<file path="config.mk">
export PLATFORM = sky130hd
export DESIGN_NAME = nec_ir_pulse_decoder_core
export DESIGN_NICKNAME = d
export VERILOG_FILES = /design/src/rtl/nirp_pkg.sv /design/src/rtl/nirp_cfg_regs.sv /design/src/rtl/nirp_decode.sv /design/src/rtl/nec_ir_pulse_decoder_core.sv
export VERILOG_INCLUDE_DIRS = /design/src /design/src/rtl
export SDC_FILE = /design/constraint.sdc
export NUM_CORES = 1
export LEC_CHECK = 0
export ABC_AREA = 1
export BUFFER_PORTS_ARGS = -buffer_cell sky130_fd_sc_hd__buf_2
export CAP_MARGIN = 15
export CORE_MARGIN = 3
export CORE_UTILIZATION = 30
export DETAILED_ROUTE_END_ITERATION = 16
export PLACE_DENSITY = 0.47
export SLEW_MARGIN = 20
export SYNTH_ARGS = -nofsm -noshare
export SYNTH_HDL_FRONTEND = slang
export SYNTH_SLANG_ARGS = --single-unit
</file>
<file path="constraint.sdc">
create_clock -name clk -period 2.56 [get_ports clk]
set_clock_uncertainty 0.15 [all_clocks]
set_input_delay 0 -clock clk [delete_from_list [all_inputs] [get_ports clk]]
set_output_delay 0 -clock clk [all_outputs]
set_load 0.03 [all_outputs]
</file>
<file path="src/rtl/assert_macros.svh">
// Assertion helpers shared by the RTL.
// ASSERT_CLK checks a property at the rising clock edge and ignores it while
// the reset is high; ASSERT_ALWAYS checks it at every edge, reset or not.
`ifndef ASSERT_MACROS_SVH
`define ASSERT_MACROS_SVH

`ifndef SYNTHESIS
`define ASSERT_CLK(label, clk, rst, prop, msg) \
  label: assert property (@(posedge clk) disable iff (rst) prop) else $error(msg);
`define ASSERT_ALWAYS(label, clk, prop, msg) \
  label: assert property (@(posedge clk) prop) else $error(msg);
`else
`define ASSERT_CLK(label, clk, rst, prop, msg)
`define ASSERT_ALWAYS(label, clk, prop, msg)
`endif

`endif

</file>
<file path="src/rtl/nirp_pkg.sv">
`timescale 1ns / 1ps

package nirp_pkg;

  localparam int WIDTH_W = 16;
  localparam int FRAME_W = 32;

  typedef enum logic [2:0] {
    ST_NONE             = 3'd0,
    ST_BAD_LEADER_MARK  = 3'd1,
    ST_BAD_LEADER_SPACE = 3'd2,
    ST_BAD_BIT_MARK     = 3'd3,
    ST_BAD_BIT_SPACE    = 3'd4,
    ST_TIMEOUT          = 3'd5,
    ST_DONE             = 3'd6
  } status_t;

  typedef enum logic [2:0] {
    REG_START_PULSE_MIN = 3'd0,
    REG_START_PULSE_MAX = 3'd1,
    REG_START_SPACE_MIN = 3'd2,
    REG_START_SPACE_MAX = 3'd3,
    REG_SHORT_MIN       = 3'd4,
    REG_SHORT_MAX       = 3'd5,
    REG_ONE_SPACE_MIN   = 3'd6,
    REG_ONE_SPACE_MAX   = 3'd7
  } cfg_idx_t;

  localparam logic [WIDTH_W-1:0] RST_START_PULSE_MIN = 16'd7500;
  localparam logic [WIDTH_W-1:0] RST_START_PULSE_MAX = 16'd10500;
  localparam logic [WIDTH_W-1:0] RST_START_SPACE_MIN = 16'd3500;
  localparam logic [WIDTH_W-1:0] RST_START_SPACE_MAX = 16'd5500;
  localparam logic [WIDTH_W-1:0] RST_SHORT_MIN       = 16'd350;
  localparam logic [WIDTH_W-1:0] RST_SHORT_MAX       = 16'd800;
  localparam logic [WIDTH_W-1:0] RST_ONE_SPACE_MIN   = 16'd1400;
  localparam logic [WIDTH_W-1:0] RST_ONE_SPACE_MAX   = 16'd1900;

  // Timing windows, all bounds exclusive
  typedef struct packed {
    logic [WIDTH_W-1:0] start_pulse_min;
    logic [WIDTH_W-1:0] start_pulse_max;
    logic [WIDTH_W-1:0] start_space_min;
    logic [WIDTH_W-1:0] start_space_max;
    logic [WIDTH_W-1:0] short_min;
    logic [WIDTH_W-1:0] short_max;
    logic [WIDTH_W-1:0] one_space_min;
    logic [WIDTH_W-1:0] one_space_max;
  } cfg_t;

  typedef struct packed {
    logic [7:0]         command;
    logic [7:0]         address;
    logic [FRAME_W-1:0] raw_frame;
    logic               frame_valid;
    status_t            status;
  } result_t;

endpackage

</file>
<file path="src/rtl/nirp_cfg_regs.sv">
`timescale 1ns / 1ps

module nirp_cfg_regs
  import nirp_pkg::*;
(
  input  logic               clk,
  input  logic               rst,
  input  logic               wr_en,
  input  cfg_idx_t           wr_index,
  input  logic [WIDTH_W-1:0] wr_data,
  output cfg_t               cfg
);

  always_ff @(posedge clk) begin
    if (rst) begin
      cfg.start_pulse_min <= RST_START_PULSE_MIN;
      cfg.start_pulse_max <= RST_START_PULSE_MAX;
      cfg.start_space_min <= RST_START_SPACE_MIN;
      cfg.start_space_max <= RST_START_SPACE_MAX;
      cfg.short_min       <= RST_SHORT_MIN;
      cfg.short_max       <= RST_SHORT_MAX;
      cfg.one_space_min   <= RST_ONE_SPACE_MIN;
      cfg.one_space_max   <= RST_ONE_SPACE_MAX;
    end else if (wr_en) begin
      case (wr_index)
        REG_START_PULSE_MIN: cfg.start_pulse_min <= wr_data;
        REG_START_PULSE_MAX: cfg.start_pulse_max <= wr_data;
        REG_START_SPACE_MIN: cfg.start_space_min <= wr_data;
        REG_START_SPACE_MAX: cfg.start_space_max <= wr_data;
        REG_SHORT_MIN:       cfg.short_min       <= wr_data;
        REG_SHORT_MAX:       cfg.short_max       <= wr_data;
        REG_ONE_SPACE_MIN:   cfg.one_space_min   <= wr_data;
        REG_ONE_SPACE_MAX:   cfg.one_space_max   <= wr_data;
        default: ;
      endcase
    end
  end

endmodule

</file>
<file path="src/rtl/nirp_decode.sv">
`timescale 1ns / 1ps
`include "assert_macros.svh"

module nirp_decode
  import nirp_pkg::*;
#(
  parameter int FRAME_BITS = 32
) (
  input  logic               clk,
  input  logic               rst,
  input  logic               go,
  input  logic               cmd,
  input  logic [WIDTH_W-1:0] width_us,
  input  cfg_t               cfg,
  output result_t            res
);

  localparam int CNT_W = $clog2(FRAME_BITS + 1);
  localparam logic [CNT_W-1:0] FRAME_CNT = CNT_W'(FRAME_BITS);

  typedef enum logic [2:0] {
    PH_IDLE        = 3'd0,
    PH_START_PULSE = 3'd1,
    PH_START_SPACE = 3'd2,
    PH_BIT_PULSE   = 3'd3,
    PH_BIT_SPACE   = 3'd4
  } phase_t;

  phase_t             phase, phase_next;
  logic [FRAME_W-1:0] shift_data, shift_data_next;
  logic [CNT_W-1:0]   bits_cnt, bits_cnt_next;
  logic               hit_lead_mark, hit_lead_space, hit_short, hit_one;

  function automatic logic in_window(input logic [WIDTH_W-1:0] w,
                                     input logic [WIDTH_W-1:0] lo,
                                     input logic [WIDTH_W-1:0] hi);
    in_window = (w > lo) && (w < hi);
  endfunction

  assign hit_lead_mark  = in_window(width_us, cfg.start_pulse_min, cfg.start_pulse_max);
  assign hit_lead_space = in_window(width_us, cfg.start_space_min, cfg.start_space_max);
  assign hit_short      = in_window(width_us, cfg.short_min, cfg.short_max);
  assign hit_one        = in_window(width_us, cfg.one_space_min, cfg.one_space_max);

  always_comb begin
    phase_next      = phase;
    shift_data_next = shift_data;
    bits_cnt_next   = bits_cnt;
    res             = '0;
    res.status      = ST_NONE;
    if (cmd) begin
      // timeout tick: abandon any frame in progress
      if (phase != PH_IDLE) begin
        phase_next = PH_IDLE;
        res.status = ST_TIMEOUT;
      end
    end else begin
      case (phase)
        PH_IDLE: phase_next = PH_START_PULSE;
        PH_START_PULSE: begin
          if (hit_lead_mark) begin
            phase_next = PH_START_SPACE;
          end else begin
            phase_next = PH_IDLE;
            res.status = ST_BAD_LEADER_MARK;
          end
        end
        PH_START_SPACE: begin
          if (hit_lead_space) begin
            phase_next      = PH_BIT_PULSE;
            shift_data_next = '0;
            bits_cnt_next   = '0;
          end else begin
            phase_next = PH_IDLE;
            res.status = ST_BAD_LEADER_SPACE;
          end
        end
        PH_BIT_PULSE: begin
          if (hit_short) begin
            phase_next = PH_BIT_SPACE;
          end else begin
            phase_next = PH_IDLE;
            res.status = ST_BAD_BIT_MARK;
          end
        end
        PH_BIT_SPACE: begin
          // one window wins where the windows overlap
          shift_data_next = {shift_data[FRAME_W-2:0], hit_one};
          if (hit_one || hit_short) begin
            bits_cnt_next = bits_cnt + 1'b1;
            if (bits_cnt_next == FRAME_CNT) begin
              phase_next      = PH_IDLE;
              res.status      = ST_DONE;
              res.frame_valid = 1'b1;
              res.raw_frame   = shift_data_next;
            end else begin
              phase_next = PH_BIT_PULSE;
            end
          end else begin
            phase_next = PH_IDLE;
            res.status = ST_BAD_BIT_SPACE;
          end
        end
        default: phase_next = PH_IDLE;
      endcase
    end
    res.address = res.raw_frame[31:24];
    res.command = res.raw_frame[15:8];
  end

  always_ff @(posedge clk) begin
    if (rst) begin
      phase      <= PH_IDLE;
      shift_data <= '0;
      bits_cnt   <= '0;
    end else if (go) begin
      phase      <= phase_next;
      shift_data <= shift_data_next;
      bits_cnt   <= bits_cnt_next;
    end
  end

  `ASSERT_CLK(a_done_to_idle, clk, rst, go && res.status == ST_DONE |=> phase == PH_IDLE, "frame done did not return to idle")
  `ASSERT_CLK(a_tick_to_idle, clk, rst, go && cmd |=> phase == PH_IDLE, "timeout tick left machine busy")
  `ASSERT_CLK(a_frame_count, clk, rst, go && res.frame_valid |-> res.status == ST_DONE && bits_cnt_next == FRAME_CNT, "frame reported with wrong bit count")

endmodule

</file>
<file path="src/rtl/nec_ir_pulse_decoder_core.sv">
`timescale 1ns / 1ps
`include "assert_macros.svh"

// NEC infrared frame decoder working on measured edge intervals.
// Input stream (s_axis_*): one beat per event. tuser[0] is cmd (0 edge event,
// 1 timeout tick); tdata[15:0] is the width in microseconds since the last edge.
// Output stream (m_axis_*): exactly one beat per input beat, in order.
// tuser carries status and frame_valid; tdata carries raw_frame, address and
// command, all zero unless a complete frame was received.
// Configuration (cfg_*): eight 16-bit window bounds, indexed 0..7, always
// ready; write them only while the decoder is idle.
// Path: an accepted beat is held in the input register, and the decode
// logic and state update run between that register and the result register,
// which presents the result on m_axis_*.
// Throughput: one beat per cycle while m_axis_tready is high; the phase
// machine is the only loop, closing through the window compares and bit shift.
// Stalls: while m_axis_tready is low the result holds, the input register
// keeps one more beat, and s_axis_tready drops only when both are full.
// Reset (rst, synchronous): windows return to their default timings, the
// phase machine goes idle and both registers empty.
module nec_ir_pulse_decoder_core
  import nirp_pkg::*;
#(
  parameter int FRAME_BITS = 32
) (
  input  logic         clk,
  input  logic         rst,
  input  logic         s_axis_tvalid,
  output logic         s_axis_tready,
  input  logic [15:0]  s_axis_tdata,  // [15:0] width_us
  input  logic [0:0]   s_axis_tuser,  // [0] cmd
  output logic         m_axis_tvalid,
  input  logic         m_axis_tready,
  output logic [47:0]  m_axis_tdata,  // [31:0] raw_frame, [39:32] address, [47:40] command
  output logic [3:0]   m_axis_tuser,  // [2:0] status, [3] frame_valid
  input  logic         cfg_valid,
  output logic         cfg_ready,
  input  logic [2:0]   cfg_index,
  input  logic [15:0]  cfg_data
);

  cfg_t               cfg;
  result_t            res, out_res;
  logic               in_valid, out_valid, adv;
  logic               in_cmd;
  logic [WIDTH_W-1:0] in_width;

  assign cfg_ready = 1'b1;

  nirp_cfg_regs u_cfg (
    .clk      (clk),
    .rst      (rst),
    .wr_en    (cfg_valid && cfg_ready),
    .wr_index (cfg_idx_t'(cfg_index)),
    .wr_data  (cfg_data),
    .cfg      (cfg)
  );

  // advance the held beat whenever the result register is free or draining
  assign adv           = in_valid && (!out_valid || m_axis_tready);
  assign s_axis_tready = !in_valid || adv;

  always_ff @(posedge clk) begin
    if (rst) begin
      in_valid <= 1'b0;
    end else if (s_axis_tready) begin
      in_valid <= s_axis_tvalid;
    end
  end

  always_ff @(posedge clk) begin
    if (s_axis_tvalid && s_axis_tready) begin
      in_cmd   <= s_axis_tuser[0];
      in_width <= s_axis_tdata;
    end
  end

  nirp_decode #(
    .FRAME_BITS (FRAME_BITS)
  ) u_decode (
    .clk      (clk),
    .rst      (rst),
    .go       (adv),
    .cmd      (in_cmd),
    .width_us (in_width),
    .cfg      (cfg),
    .res      (res)
  );

  always_ff @(posedge clk) begin
    if (rst) begin
      out_valid <= 1'b0;
    end else if (adv) begin
      out_valid <= 1'b1;
    end else if (m_axis_tready) begin
      out_valid <= 1'b0;
    end
  end

  always_ff @(posedge clk) begin
    if (adv) begin
      out_res <= res;
    end
  end

  assign m_axis_tvalid = out_valid;
  assign m_axis_tdata  = {out_res.command, out_res.address, out_res.raw_frame};
  assign m_axis_tuser  = {out_res.frame_valid, out_res.status};

  `ASSERT_CLK(a_adv_fills_out, clk, rst, adv |=> out_valid, "decoded beat did not reach output register")
  `ASSERT_CLK(a_ready_low_full, clk, rst, !s_axis_tready |-> in_valid && out_valid, "input stalled with free room")
  `ASSERT_CLK(a_held_beat_stable, clk, rst, in_valid && !adv |=> in_valid && $stable(in_width) && $stable(in_cmd), "held input beat changed")

endmodule
</file>
After elaboration in Yosys (flattened, before gate mapping)
Cells that the tools add are included.
{ "word_totals": {"ff_bits": 239, "latchBits": 0, "ram_bits": 0, "romBits": 0, "input_bits": 41, "output_inout_bits": 55, "elab_cells": 104, "memories": 0} }
{ "op_classes": {"add_sub_neg": 1, "mul": 0, "div_mod_pow": 0, "n_lt_le_gt_ge": 8, "n_eq_ne": 15, "shifts": 0, "mux": 26, "bitwise": 4, "n_reduce_logical": 29} }
{ "op_table": {"columns": ["op", "count"], "rows": [
  ["33-bit two-way mux", 3],
  ["16-bit > comparator", 4],
  ["16-bit less-than comparator", 4],
  ["31-bit case mux with 2 select lines", 1],
  ["36-bit two-way mux", 1],
  ["31-bit two-way mux", 1],
  ["3-bit two-way mux", 7],
  ["2-bit AND reduction", 9],
  ["3-bit == test (second input constant)", 5],
  ["3-bit case mux with 5 select lines", 1],
  ["3-bit by 2-bit == test with 1-bit output (second input constant)", 4],
  ["6-bit two-way mux", 2],
  ["3-bit case mux with 4 select lines", 1],
  ["6-bit case mux with 2 select lines", 1],
  ["2-bit two-way mux", 5],
  ["6-bit by 1-bit adder with 6-bit output (second input constant)", 1],
  ["3-bit by 1-bit == test with 1-bit output (second input constant)", 2],
  ["6-bit == test (second input constant)", 1],
  ["1-bit logical AND", 6],
  ["3-bit logical NOT", 2],
  ["2-bit by 1-bit inequality test with 1-bit output (second input constant)", 3],
  ["5-bit AND reduction", 1],
  ["1-bit NOT", 4],
  ["4-bit AND reduction", 1],
  ["7 further kinds", 13]
]} }

Longest topological paths before layout
{ "depth": {"ltp_word": 6, "mapped_depth": 18} }

Cells and area by module
Synthesis repeated with hierarchy kept, for this count alone.
{ "hier_totals": {"hier_cells": 1594, "hier_area_um2": 12469.5} }
{ "modules_own_cells": {"columns": ["mod", "instances", "cells_each", "area_each_um2", "seq_area_each_um2"], "rows": [
  ["nirp_decode", 1, 834, 5390.2, 800.8],
  ["nirp_cfg_regs", 1, 677, 4904.7, 2562.5],
  ["nec_ir_pulse_decoder_core", 1, 83, 2174.6, 2112.0]
]} }

Least setup slack after synthesis
OpenSTA, ideal clock, no wires.
{ "synth_timing": {"kind": "register to register", "startpoint": "register in_width[15]", "endpoint": "register out_res, in the netlist m_axis_tdata[17] (data pin)", "setup_ns": 0.254, "arrival_ns": 1.835, "slack_ns": 0.321, "stages_incl_launch_ff": 12, "path_buffers": 1, "path_cell_list": "edfxtp_1 ha_1 nand2_1 nor4_1 nand2_1 nand3_4 nand2_4 nand4_4 nor2_4 inv_4 buf_12 nor2_4"} }
{ "synth_via": {"elab_chain_cells": 5, "word_cells_on_any_way": 9} }
{ "synth_lines": {"columns": ["item", "line_no", "text"], "rows": [
  ["from (decl)", "nec_ir_pulse_decoder_core.sv:46", "logic [WIDTH_W-1:0] in_width;"],
  ["from (signal assigned)", "nec_ir_pulse_decoder_core.sv:74", "in_width <= s_axis_tdata;"],
  ["16-bit > comparator / 16-bit less-than comparator (equally long branches)", "nirp_decode.sv:37", "in_window = (w > lo) && (w < hi);"],
  ["1-bit logical AND", "nirp_decode.sv:37", null],
  ["1-bit logical OR *", "nirp_decode.sv:89", "if (hit_one || hit_short) begin"],
  ["1-bit NOT (no line) *", null, null],
  ["4-bit OR reduction (no line) *", null, null],
  ["to (signal assigned)", "nec_ir_pulse_decoder_core.sv:102", "out_res <= res;"],
  ["to (decl)", "nec_ir_pulse_decoder_core.sv:43", "result_t res, out_res;"]
]} }
Mark *: on every way between the ends. The rest lies on a longest branch, timed or not.
A chain may end at the register's enable or synchronous reset.

Final worst setup path
{ "layout_timing": {"startpoint": "register in_width[7]", "endpoint": "register out_res, in the netlist m_axis_tdata[4] (data pin)"} }
The elaborated chain is that of the path after synthesis.

==> flow_metrics.tcl <==
set metrics [dict create \
    status "complete, but fails checks" \
    violations "setup timing" \
    cts_tree "built" \
    worst_pin_slew_ns 0.8691 \
    final_max_slew_viol_count 0 \
    path_class "reg2reg" \
    ant_nets 0 \
    drt_iter0_drc 382 \
    multi_input_area_um2 6003 \
    rsz0062_at_grt "true" \
    first_global_vias 8867 \
    final_area_um2 15530 \
    rows 70 \
    port-buffer-count 94 \
    yosys.area.top_type_share_pct 29.81 \
    seq_area_um2 4995 \
    fin_crit_sh_pct 102.1 \
    dr.pass1.iters 4 \
    avgSynthCellArea_um2 8.414 \
    critPathLaunchType "flop" \
    slew_headroom_pct 42.06 \
    grt_use_total_pct 14.37 \
    die_h_um 201.1 \
    worstPathMaxFanout 6 \
    layout-drive-gt1-share_pct 25.20 \
    stdcell_count 2103 \
    grt_max_degree 60 \
    cts_max_level 1 \
    setup_slack_ns -0.05491 \
    place_inst 1945 \
    timing.fmax_ghz 0.3824 \
    worstSetupEndpointType "flop" \
    ys_seq_area_share_pct 43.75 \
    crit_start "in_width[7]$_DFFE_PP_" \
    place_congestion 0.7966 \
    grt_pass1_wl_mm 47.33 \
    r2r-start "in_width[7]$_DFFE_PP_" \
    wl_per_cell_um 14.64 \
    drt_wl_total_mm 30.78 \
    synthFlopType "dfxtp_1" \
    yosysUniqueCellTypes 40 \
    power-per-cell-area_nw_per_um2 586.3 \
    arrival_ns 2.76 \
    die_area_um2 40430 \
    ys_seq_elements 223 \
    start_util_pct 30.82 \
    critPathRequiredTime_ns 2.71 \
    vias 9450 \
    fin_setup_tns_ns -1.166 \
    fin_util_pct 41.93 \
    cts_buffers 28 \
    placed_area_um2 12660 \
    synth-edff-count 53 \
    core_um2 37050 \
    pin_count 96 \
    synthTopCellsByArea "dfxtp_1 (30%), edfxtp_1 (14%), ha_1 (14%)" \
    synthArstFlopShare_pct 0 \
    antenna_cells 0 \
    clkLatencyLatePin_ns 0.54 \
    clk_pin_slew_worst_paths_ns 0.06 \
    nNetsFinal 1743 \
    min_period_ns 2.615 \
    cts_root_buf "clkbuf_16" \
    min_path_type "in2reg" \
    ir_drop_v 0.0004648 \
    clock-sinks 223 \
    antenna_found_initial 0 \
    syn-num-nets 1523 \
    synthCells 1357 \
    syn_to_final_growth_pct 36.04 \
    clk_path_buf_depth 3 \
    finalHoldViolCount 0 \
    cap_violations 0 \
    leakage_uw 0.006362 \
    yosysWarnings 0 \
    setup_violations 34 \
    route.detailed.drc 0 \
    netlist_area_um2 11420 \
    die-width_um 201.1 \
    fillCellCount 3602 \
    gr-total-overflow 0 \
    hpwl_mm 20.35 \
    min-delay-start "s_axis_tdata[7]" \
    synth_top_cell_by_area "dfxtp_1" \
    preCtsSetupSlack_ns -0.1024 \
    routed_via_density 4.494 \
]
## synthesized netlist by cell type, types with 4 or more instances
cell type    n
inv_2       13
edfxtp_1    53
nor2_1     106
o21ai_1     35
nor3_1       5
o211ai_1    42
buf_2        4
inv_1      187
dfxtp_1    170
ha_1       125
a21oi_1    179
nor4_1       4
o21ai_0     99
nor2_2      11
clkbuf_1    38
nand2_1    184
o21a_1       8
nand3_1     20
buf_4       20
nor2_4      22
nand4_1      7
## routing by layer
layer | up-vias | wire length (µm) | track usage (%)
met1 | 4325 | 14470 | 19.54
met5 | - | 0 | 0
met3 | 32 | 1252 | 2.011
li1 | 4947 | - | -
met4 | 0 | 611 | 3.538
met2 | 146 | 14450 | 24.14
## power breakdown
part | leakage [µW] | internal (µW) | switching (µW)
Clock | 0.000492 | 2610 | 1550
Combinational | 0.00401 | 486 | 691
Sequential | 0.00186 | 3720 | 44.3
## stage by stage
stage | power (µW) | hold WS [ns]
floorplan | 4457 | -0.05113
global placement | 4787 | 0.02590
detailed placement | 4800 | 0.02810
CTS | 9105 | 0.003611
global route | 9520 | 0.009191
finish | 9107 | 0.02293
## flip-flops by register name (all words and copies together), names as in the netlist
signal and count:
u_decode.bits_cnt 6, in_cmd 1, u_cfg.cfg 128, in_width 16, m_axis_tvalid 1, in_valid 1, u_decode.shift_data 31, m_axis_tdata 32
m_axis_tuser 4, u_decode.phase 3
## what timing repair did
item                                    4_1_cts  5_1_grt
buffers inserted                             16       21
hold buffers                                 64        1
pin swaps                                    20       41
endpoints found under the hold margin       191        2
gates resized for setup                      30      128
endpoints found under the setup margin       51       81
cloned                                        2        6
## path summary, 6_finish.rpt
path / slack (ns) / endpoint / cells after the start
worst max-delay path: -0.05 / m_axis_tdata[4]$_SDFFCE_PP0P_ / 15
worst min-delay path: 0.02 / in_width[7]$_DFFE_PP_ / 2
worst max register to register: -0.05 / m_axis_tdata[4]$_SDFFCE_PP0P_ / 15
worst min register to register: 0.31 / u_cfg.cfg[64]$_SDFFE_PP0P_ / 2
## worst max-delay path: stages, from the launching register on
cell	delay, ns
edfxtp_1	0.48
buf_4	0.19
ha_4	0.26
nand2_2	0.07
nor2_4	0.09
nand4_1	0.21
nor2_2	0.17
nor2_2	0.07
nand3_4	0.11
nand2_4	0.07
nand4_4	0.07
nor2_4	0.05
clkinv_4	0.07
buf_4	0.13
buf_16	0.14
nor2_2	0.03
## cell families (layout without fill, tap and decap cells)
family	count (synthesis)	count (layout)	synth area share, %
AO/OA/AOI/OAI	367	367	17.26
other	1	1	0.03285
XOR/XNOR	3	3	0.2960
flip-flops	223	223	43.75
buffers and inverters	269	510	9.994
AND/OR/NAND/NOR	369	370	14.97
adder cells (fa/ha/maj)	125	125	13.70
## placed cells by master, fill, tap and decap left out, types with 4 or more instances in the layout
cell and instances:
o21ai_0 94, o21a_1 8, a21oi_2 10, nand4_1 7, ha_4 24, nand2_1 163, clkbuf_16 33, o21ai_2 28
dlygate4sd3_1 63, nand3_1 17, clkinv_2 7, buf_4 62, clkbuf_8 5, inv_1 186, dfxtp_1 170, nor2_1 95
o211ai_1 42, buf_6 22, nor2_4 33, edfxtp_1 53, a21oi_1 169, nor2_2 11, o21ai_1 9, nand2_2 19
buf_12 9, nor3_2 4, buf_2 94, ha_1 101, inv_2 12, bufinv_16 4, clkbuf_1 4
## cell type report
cell class / count / area share [%]
clock buffer: 38 / 5.212
clock inverter: 14 / 1.136
inverter: 202 / 4.946
multi-input combinational: 866 / 38.65
sequential: 223 / 32.16
tap: 504 / 4.060
timing repair buffer: 256 / 13.84
No activity file was read; power rests on OpenSTA's default activity.
